File: src/hdl/lkf_pkg.sv
`timescale 1ns / 1ps
// ----------------------------------------------------------------------------
// lkf_pkg
// Shared types, constants, scratch memory map and microprogram for the
// fixed-point Kalman filter step.
// ----------------------------------------------------------------------------
package lkf_pkg;

  localparam int unsigned WORD_W  = 32;
  localparam int unsigned FRAC_W  = 16;
  localparam int unsigned ADDR_W  = 7;
  localparam int unsigned MEM_DEPTH = 1 << ADDR_W;

  typedef logic [ADDR_W-1:0] addr_t;
  typedef logic signed [WORD_W-1:0] word_t;

  localparam word_t WORD_MAX = {1'b0, {(WORD_W-1){1'b1}}};
  localparam word_t WORD_MIN = {1'b1, {(WORD_W-1){1'b0}}};
  localparam word_t ONE_Q    = word_t'(1) <<< FRAC_W;

  // load targets
  localparam logic [2:0] TGT_A = 3'd0;
  localparam logic [2:0] TGT_C = 3'd1;
  localparam logic [2:0] TGT_Q = 3'd2;
  localparam logic [2:0] TGT_R = 3'd3;
  localparam logic [2:0] TGT_P = 3'd4;
  localparam logic [2:0] TGT_X = 3'd5;

  localparam logic OP_STEP = 1'b0;
  localparam logic OP_LOAD = 1'b1;

  // scratch memory map, all matrices row-major
  localparam addr_t BASE_A   = 7'd0;
  localparam addr_t BASE_C   = 7'd16;
  localparam addr_t BASE_Q   = 7'd24;
  localparam addr_t BASE_R   = 7'd40;
  localparam addr_t BASE_P   = 7'd44;
  localparam addr_t BASE_K   = 7'd60;
  localparam addr_t BASE_X   = 7'd68;
  localparam addr_t BASE_XP  = 7'd72;
  localparam addr_t BASE_T1  = 7'd76;
  localparam addr_t BASE_T2  = 7'd92;
  localparam addr_t BASE_S   = 7'd108;
  localparam addr_t BASE_SI  = 7'd112;
  localparam addr_t BASE_DET = 7'd116;
  localparam addr_t BASE_Y   = 7'd117;
  localparam addr_t BASE_CX  = 7'd119;
  localparam addr_t BASE_KV  = 7'd121;
  localparam addr_t STEP_M1  = 7'd127;  // stride of -1 modulo the depth

  typedef logic [4:0] op_idx_t;
  localparam op_idx_t OP_DET    = 5'd7;
  localparam op_idx_t OP_GAIN   = 5'd8;
  localparam op_idx_t OP_PCOPY  = 5'd17;
  localparam op_idx_t OP_XCOPY  = 5'd18;

  typedef enum logic [1:0] {
    B_PLAIN,
    B_NEG,
    B_ZERO
  } bmode_e;

  typedef struct packed {
    logic   mul;    // product term, else elementwise a + b
    logic   aid;    // a operand is the identity
    bmode_e bmode;
    logic   negt;   // subtract the second term
    logic [1:0] rl, cl, kl;  // last row, column, term index
    addr_t  ab, ai, aj, at;
    addr_t  bb, bi, bj, bt;
    addr_t  ob, oi, oj;
  } op_t;

  typedef enum logic [3:0] {
    ST_IDLE,
    ST_WY0,
    ST_WY1,
    ST_RD,
    ST_MUL,
    ST_ACC,
    ST_CHK_RD,
    ST_CHK,
    ST_DRD,
    ST_DGO,
    ST_DWAIT,
    ST_ORD,
    ST_OVLD
  } state_e;

  function automatic op_t mk_op(
    input logic mul, input logic aid, input bmode_e bm, input logic negt,
    input logic [1:0] rl, input logic [1:0] cl, input logic [1:0] kl,
    input addr_t ab, input addr_t ai, input addr_t aj, input addr_t at,
    input addr_t bb, input addr_t bi, input addr_t bj, input addr_t bt,
    input addr_t ob, input addr_t oi, input addr_t oj);
    op_t o;
    o.mul = mul; o.aid = aid; o.bmode = bm; o.negt = negt;
    o.rl = rl; o.cl = cl; o.kl = kl;
    o.ab = ab; o.ai = ai; o.aj = aj; o.at = at;
    o.bb = bb; o.bi = bi; o.bj = bj; o.bt = bt;
    o.ob = ob; o.oi = oi; o.oj = oj;
    return o;
  endfunction

  // microprogram of the filter step
  function automatic op_t op_f(input op_idx_t idx);
    op_t o;
    case (idx)
      // xp = A x
      5'd0:  o = mk_op(1, 0, B_PLAIN, 0, 3, 0, 3, BASE_A, 4, 0, 1, BASE_X, 0, 0, 1,
                       BASE_XP, 1, 0);
      // t1 = A P
      5'd1:  o = mk_op(1, 0, B_PLAIN, 0, 3, 3, 3, BASE_A, 4, 0, 1, BASE_P, 0, 1, 4,
                       BASE_T1, 4, 1);
      // t2 = t1 A'
      5'd2:  o = mk_op(1, 0, B_PLAIN, 0, 3, 3, 3, BASE_T1, 4, 0, 1, BASE_A, 0, 4, 1,
                       BASE_T2, 4, 1);
      // P = t2 + Q
      5'd3:  o = mk_op(0, 0, B_PLAIN, 0, 3, 3, 0, BASE_T2, 4, 1, 0, BASE_Q, 4, 1, 0,
                       BASE_P, 4, 1);
      // t1 = C P
      5'd4:  o = mk_op(1, 0, B_PLAIN, 0, 1, 3, 3, BASE_C, 4, 0, 1, BASE_P, 0, 1, 4,
                       BASE_T1, 4, 1);
      // t2 = t1 C'
      5'd5:  o = mk_op(1, 0, B_PLAIN, 0, 1, 1, 3, BASE_T1, 4, 0, 1, BASE_C, 0, 4, 1,
                       BASE_T2, 2, 1);
      // S = t2 + R
      5'd6:  o = mk_op(0, 0, B_PLAIN, 0, 1, 1, 0, BASE_T2, 2, 1, 0, BASE_R, 2, 1, 0,
                       BASE_S, 2, 1);
      // det = s0 s3 - s1 s2
      5'd7:  o = mk_op(1, 0, B_PLAIN, 1, 0, 0, 1, BASE_S, 0, 0, 1,
                       BASE_S + 7'd3, 0, 0, STEP_M1, BASE_DET, 0, 0);
      // t1 = P C'
      5'd8:  o = mk_op(1, 0, B_PLAIN, 0, 3, 1, 3, BASE_P, 4, 0, 1, BASE_C, 0, 4, 1,
                       BASE_T1, 2, 1);
      // K = t1 S^-1
      5'd9:  o = mk_op(1, 0, B_PLAIN, 0, 3, 1, 1, BASE_T1, 2, 0, 1, BASE_SI, 0, 1, 2,
                       BASE_K, 2, 1);
      // cx = C xp
      5'd10: o = mk_op(1, 0, B_PLAIN, 0, 1, 0, 3, BASE_C, 4, 0, 1, BASE_XP, 0, 0, 1,
                       BASE_CX, 1, 0);
      // cx = y + (-cx)
      5'd11: o = mk_op(0, 0, B_NEG, 0, 1, 0, 0, BASE_Y, 1, 0, 0, BASE_CX, 1, 0, 0,
                       BASE_CX, 1, 0);
      // kv = K cx
      5'd12: o = mk_op(1, 0, B_PLAIN, 0, 3, 0, 1, BASE_K, 2, 0, 1, BASE_CX, 0, 0, 1,
                       BASE_KV, 1, 0);
      // x = xp + kv
      5'd13: o = mk_op(0, 0, B_PLAIN, 0, 3, 0, 0, BASE_XP, 1, 0, 0, BASE_KV, 1, 0, 0,
                       BASE_X, 1, 0);
      // t1 = K C
      5'd14: o = mk_op(1, 0, B_PLAIN, 0, 3, 3, 1, BASE_K, 2, 0, 1, BASE_C, 0, 1, 4,
                       BASE_T1, 4, 1);
      // t1 = I + (-t1)
      5'd15: o = mk_op(0, 1, B_NEG, 0, 3, 3, 0, BASE_T1, 0, 0, 0, BASE_T1, 4, 1, 0,
                       BASE_T1, 4, 1);
      // t2 = t1 P
      5'd16: o = mk_op(1, 0, B_PLAIN, 0, 3, 3, 3, BASE_T1, 4, 0, 1, BASE_P, 0, 1, 4,
                       BASE_T2, 4, 1);
      // P = t2
      5'd17: o = mk_op(0, 0, B_ZERO, 0, 3, 3, 0, BASE_T2, 4, 1, 0, BASE_T2, 0, 0, 0,
                       BASE_P, 4, 1);
      // x = xp, singular innovation
      default: o = mk_op(0, 0, B_ZERO, 0, 3, 0, 0, BASE_XP, 1, 0, 0, BASE_XP, 0, 0, 0,
                         BASE_X, 1, 0);
    endcase
    return o;
  endfunction

  function automatic word_t sat_w(input logic signed [63:0] v);
    if (v > 64'(WORD_MAX)) return WORD_MAX;
    if (v < 64'(WORD_MIN)) return WORD_MIN;
    return word_t'(v);
  endfunction

  function automatic word_t neg_w(input word_t v);
    if (v == WORD_MIN) return WORD_MAX;
    return -v;
  endfunction

endpackage

File: src/hdl/lkf_div.sv
`timescale 1ns / 1ps
// ----------------------------------------------------------------------------
// lkf_div
// Radix-2 restoring divider: quo = sat((num << 16) / den), truncated.
// ----------------------------------------------------------------------------
module lkf_div (
  input  logic          clk_i,
  input  logic          rst_ni,
  input  logic          start_i,
  input  lkf_pkg::word_t num_i,
  input  lkf_pkg::word_t den_i,
  output logic          done_o,
  output lkf_pkg::word_t quo_o
);
  import lkf_pkg::*;

  localparam int unsigned DQ_W = WORD_W + FRAC_W;
  localparam logic [5:0]  LAST_STEP = 6'(DQ_W - 1);

  logic [DQ_W-1:0]   dq_q;
  logic [WORD_W:0]   rem_q;
  logic [WORD_W-1:0] den_q;
  logic [5:0]        cnt_q;
  logic              busy_q, done_q, neg_q;

  logic [WORD_W:0]   rem_sh, rem_d;
  logic              ge;
  logic [WORD_W-1:0] num_mag, den_mag;

  assign num_mag = num_i[WORD_W-1] ? (~num_i + 1'b1) : num_i;
  assign den_mag = den_i[WORD_W-1] ? (~den_i + 1'b1) : den_i;
  assign rem_sh  = {rem_q[WORD_W-1:0], dq_q[DQ_W-1]};
  assign ge      = rem_sh >= {1'b0, den_q};
  assign rem_d   = ge ? (rem_sh - {1'b0, den_q}) : rem_sh;

  always_ff @(posedge clk_i or negedge rst_ni) begin
    if (!rst_ni) begin
      busy_q <= 1'b0;
      done_q <= 1'b0;
      cnt_q  <= '0;
    end else begin
      done_q <= 1'b0;
      if (start_i) begin
        busy_q <= 1'b1;
        cnt_q  <= '0;
      end else if (busy_q) begin
        cnt_q <= cnt_q + 1'b1;
        if (cnt_q == LAST_STEP) begin
          busy_q <= 1'b0;
          done_q <= 1'b1;
        end
      end
    end
  end

  always_ff @(posedge clk_i) begin
    if (start_i) begin
      dq_q  <= {num_mag, {FRAC_W{1'b0}}};
      rem_q <= '0;
      den_q <= den_mag;
      neg_q <= num_i[WORD_W-1] ^ den_i[WORD_W-1];
    end else if (busy_q) begin
      dq_q  <= {dq_q[DQ_W-2:0], ge};
      rem_q <= rem_d;
    end
  end

  always_comb begin
    if (neg_q) begin
      if (dq_q > {{FRAC_W{1'b0}}, WORD_MIN}) quo_o = WORD_MIN;
      else quo_o = word_t'(~dq_q + 1'b1);
    end else begin
      if (dq_q > {{FRAC_W{1'b0}}, WORD_MAX}) quo_o = WORD_MAX;
      else quo_o = word_t'(dq_q);
    end
  end

  assign done_o = done_q;

endmodule

File: config.mk
export PLATFORM = sky130hd
export DESIGN_NAME = lkf_div
export DESIGN_NICKNAME = d
export VERILOG_FILES = /design/src/hdl/lkf_pkg.sv /design/src/hdl/lkf_div.sv
export SDC_FILE = /design/constraint.sdc
export NUM_CORES = 1
export LEC_CHECK = 0
export BUFFER_PORTS_ARGS = -buffer_cell sky130_fd_sc_hd__buf_4
export CAP_MARGIN = 25
export CORE_MARGIN = 2
export CORE_UTILIZATION = 35
export CTS_CLUSTER_SIZE = 24
export DETAILED_ROUTE_END_ITERATION = 10
export GPL_TIMING_DRIVEN = 0
export PLACE_DENSITY = 0.6
export SLEW_MARGIN = 15
export SYNTH_ARGS = -nofsm -noshare
export SYNTH_HDL_FRONTEND = slang
export SYNTH_SLANG_ARGS = --single-unit
File: constraint.sdc
create_clock -name clk_i -period 6.01 [get_ports clk_i]
set_clock_uncertainty 0.15 [all_clocks]
set_input_delay 0.9015 -clock clk_i [delete_from_list [all_inputs] [get_ports clk_i]]
set_output_delay 0.9015 -clock clk_i [all_outputs]
set_load 0.005 [all_outputs]
==> results.py <==
metrics = {
    "global_routing": {
        "gr-usage-all-layers": 0.181,
        "grt_max_degree": 38,
        "antenna_found_initial": 0,
        "grt_pass1_vias": 7481,
        "grt_pass1_wl_mm": 38.2,
        "grt_remaining_overflow": 0,
    },
    "clock_network": {
        "path_clk_slew_ns": 0.06,
        "cts_resized": 0,
        "cts_tree": "yes",
        "postCtsSetupBuffers": 0,
        "cts_buffer_depth": 2,
        "cts-root-buf": "clkbuf_16",
        "cts_buffers": 17,
        "h-tree-depth": 4,
        "cts_hold_buf": 0,
        "clock-sinks": 121,
        "clk_latency_ns": 0.42,
    },
    "hold_path": {
        "hold_path_class": "input pin to asynchronous set/reset pin",
    },
    "drt": {
        "drcViolationCount": 0,
        "route.top_layer_used": "met4",
        "met1_length_mm": 11.4,
        "routed_wl_mm": 23.5,
        "via_count": 7842,
        "final_antenna_net_count": 0,
        "detail_route.wl_per_cell_um": 16.1,
        "drtPass1Iterations": 5,
        "routed_via_density": 5.36,
        "met3WireLength_mm": 1.41,
        "dr_wl_met2_mm": 10.5,
        "initialDrtViolationCount": 409,
    },
    "yosys": {
        "syn_nets": 1105,
        "ys_types": 75,
        "ys.flop_type": "edfxtp_1",
        "syn_avg_cell_area_um2": 8.83,
        "yosys_warnings": 0,
        "syn_inst": 1001,
        "synth_area_um2": 8840,
        "async_reset_ff_frac": 0.0661,
        "synth_seq_cells": 121,
        "synth.yosys.seq_area_share": 0.352,
        "synth-edff-count": 65,
    },
    "sta": {
        "hold_violations": 0,
        "period_needed_ns": 4.64,
        "relSlewSlack": 0.441,
        "rsz0062_at_grt": "false",
        "setup_viol": 0,
        "worst_pin_slew_ns": 0.835,
        "report.final.slew_viol_count": 0,
        "timing.fmax_ghz": 0.216,
        "finalSetupTns_ns": 0,
        "period_share": 0.772,
        "setup_ws_ns": 1.37,
    },
    "place": {
        "gp_congestion": 0.908,
        "place_area_um2": 9990,
        "port-buffer-count": 99,
        "preCtsSetupSlack_ns": 1.87,
        "hpwl_mm": 17.9,
        "placed_cells": 1430,
    },
    "die": {
        "initial_utilization": 0.354,
        "dieArea_um2": 26500,
        "die_h_um": 163,
        "coreArea_um2": 25000,
        "ios": 100,
        "die_w_um": 163,
        "rows": 58,
    },
    "power_and_ir_drop": {
        "p_per_area_nw_per_um2": 233,
        "cellLeakagePower_nw": 4.28,
        "peakVddDrop_uv": 135,
    },
    "final_layout": {
        "areaGrowthSynthToFinish_pct": 20.1,
        "diodes": 0,
        "num-nets-final": 1223,
        "drive_gt1_frac": 0.144,
        "stdcell_area_um2": 10600,
        "fin_cells": 1462,
    },
    "worst_setup_path": {
        "critPathArrivalTime_ns": 3.59,
        "required_ns": 4.96,
        "critPathLaunchType": "flop",
        "endpoint_kind": "output port",
        "critPathMaxFanout": 10,
        "reg2reg_depth": 12,
        "critPathKind": "flop to output port",
    },
    "job": {
        "max_cap_viol_count": 0,
    },
    "outcome": {
        "status": "complete, no violations",
    },
}
==> synthesized netlist by cell type (3+ instances only) <==
master	n	area share
a22o_1	34	0.034
o41ai_1	10	0.0099
dfrtp_1	8	0.023
o211ai_1	3	0.0025
or4_4	4	0.0051
nor2b_1	9	0.0064
o311ai_2	3	0.0055
ha_1	36	0.051
dfxtp_1	48	0.11
nand2b_1	10	0.0071
or2_2	6	0.0042
nor3b_1	5	0.0042
inv_1	53	0.023
a221o_1	3	0.0034
o21ai_1	16	0.0091
o21ai_0	59	0.033
nor3_1	29	0.016
and3_1	4	0.0028
xnor2_1	78	0.077
mux2i_1	38	0.043
o311ai_1	14	0.014
buf_1	4	0.0017
a211o_1	6	0.0059
or4_1	12	0.010
o31ai_1	20	0.017
xor2_1	14	0.014
nor4_1	8	0.0057
nand4_1	14	0.0099
clkbuf_1	39	0.017
o31a_1	4	0.0040
or2_1	3	0.0021
or3_1	13	0.0092
edfxtp_1	65	0.22
a31oi_1	3	0.0021
o21bai_1	4	0.0034
a211oi_1	23	0.020
nand3b_1	3	0.0025
a21oi_1	34	0.019
nor2_1	94	0.040
nand2_1	85	0.036
o21a_1	11	0.0093
buf_6	3	0.0038
a21o_1	11	0.0093
nand3_1	15	0.0085
==> registers in the layout, summed over array words and instances (netlist names) <==
name,cells
done_o,1
rem_q,32
busy_q,1
den_q,32
neg_q,1
cnt_q,6
dq_q,48
==> per-stage QoR <==
stage               hold WS, ns  power [mW]  utilization
floorplan                 0.304        1.23            -
global placement          0.323        1.39        0.400
detailed placement        0.353        1.40        0.400
CTS                       0.123        2.49        0.425
global route              0.130        2.58        0.425
finish                    0.140        2.48        0.425
==> worst max-delay path, stage by stage, from the launching register on <==
cell and delay (ns):
dfxtp_1 0.38, or4_1 0.58, nor4b_2 0.30, nand4_1 0.22, or3_1 0.40, o21ai_1 0.13, nand2b_1 0.11, or2_4 0.26
buf_6 0.15, o311ai_1 0.44, buf_4 0.20
==> power by group <==
part / internal, mW / switching (mW)
Combinational: 0.191 / 0.217
Sequential: 0.937 / 0.0395
Clock: 0.693 / 0.398
==> area by class of cell <==
cell class                      count  area [µm²]
Multi-Input combinational cell    777        5310
Sequential cell                   121        3110
Clock buffer                       17         425
Inverter                           53         199
Timing Repair Buffer               99         743
Buffer                             50         220
Fill cell                        2524       14300
Tap cell                          330         413
Clock inverter                     15         199
==> kinds of logic after synthesis <==
| group | Yosys count | share of synthesized area |
|---|---|---|
| buf+inv | 103 | 0.0474 |
| fa+ha+maj | 37 | 0.0532 |
| compound gates | 279 | 0.223 |
| simple gates | 327 | 0.185 |
| xor+xnor | 92 | 0.0912 |
| flops | 121 | 0.352 |
| mux | 42 | 0.0481 |
==> cells in the final DEF, fill, tap and decap left out, types with 5 or more instances in the layout <==
cell and instances:
a211o_1 6, a211oi_1 23, a21o_1 11, a21oi_1 34, a22o_1 34, buf_4 101
clkbuf_1 39, clkbuf_16 17, dfrtp_1 8, dfxtp_1 48, edfxtp_1 65, ha_1 36
inv_1 52, mux2i_1 38, nand2_1 85, nand2b_1 10, nand3_1 15, nand4_1 14
nor2_1 94, nor2b_1 9, nor3_1 29, nor3b_1 5, nor4_1 8, o21a_1 11
o21ai_0 59, o21ai_1 16, o311ai_1 14, o31ai_1 20, o41ai_1 10, or2_2 6
or3_1 13, or4_1 12, xnor2_1 78, xor2_1 14
==> metal layers <==
layer | GRT usage | up-vias
li1 | - | 3940
met1 | 0.251 | 3655
met2 | 0.292 | 233
met3 | 0.0336 | 14
met4 | 0.0442 | 0
met5 | 0 | -
==> final timing paths <==
kind / from / endpoint / slack, ns
max in group asynchronous: rst_ni / cnt_q[1] / 5.44
min in group clk_i: rem_q[30] / rem_q[30] / 0.36
min reg2reg: rem_q[30] / rem_q[30] / 0.36
max reg2reg: den_q[3] / rem_q[24] / 2.38
max: dq_q[15] / quo_o[16] / 1.37
min: rst_ni / cnt_q[4] / 0.14
Power figures use the tool's default switching activity.
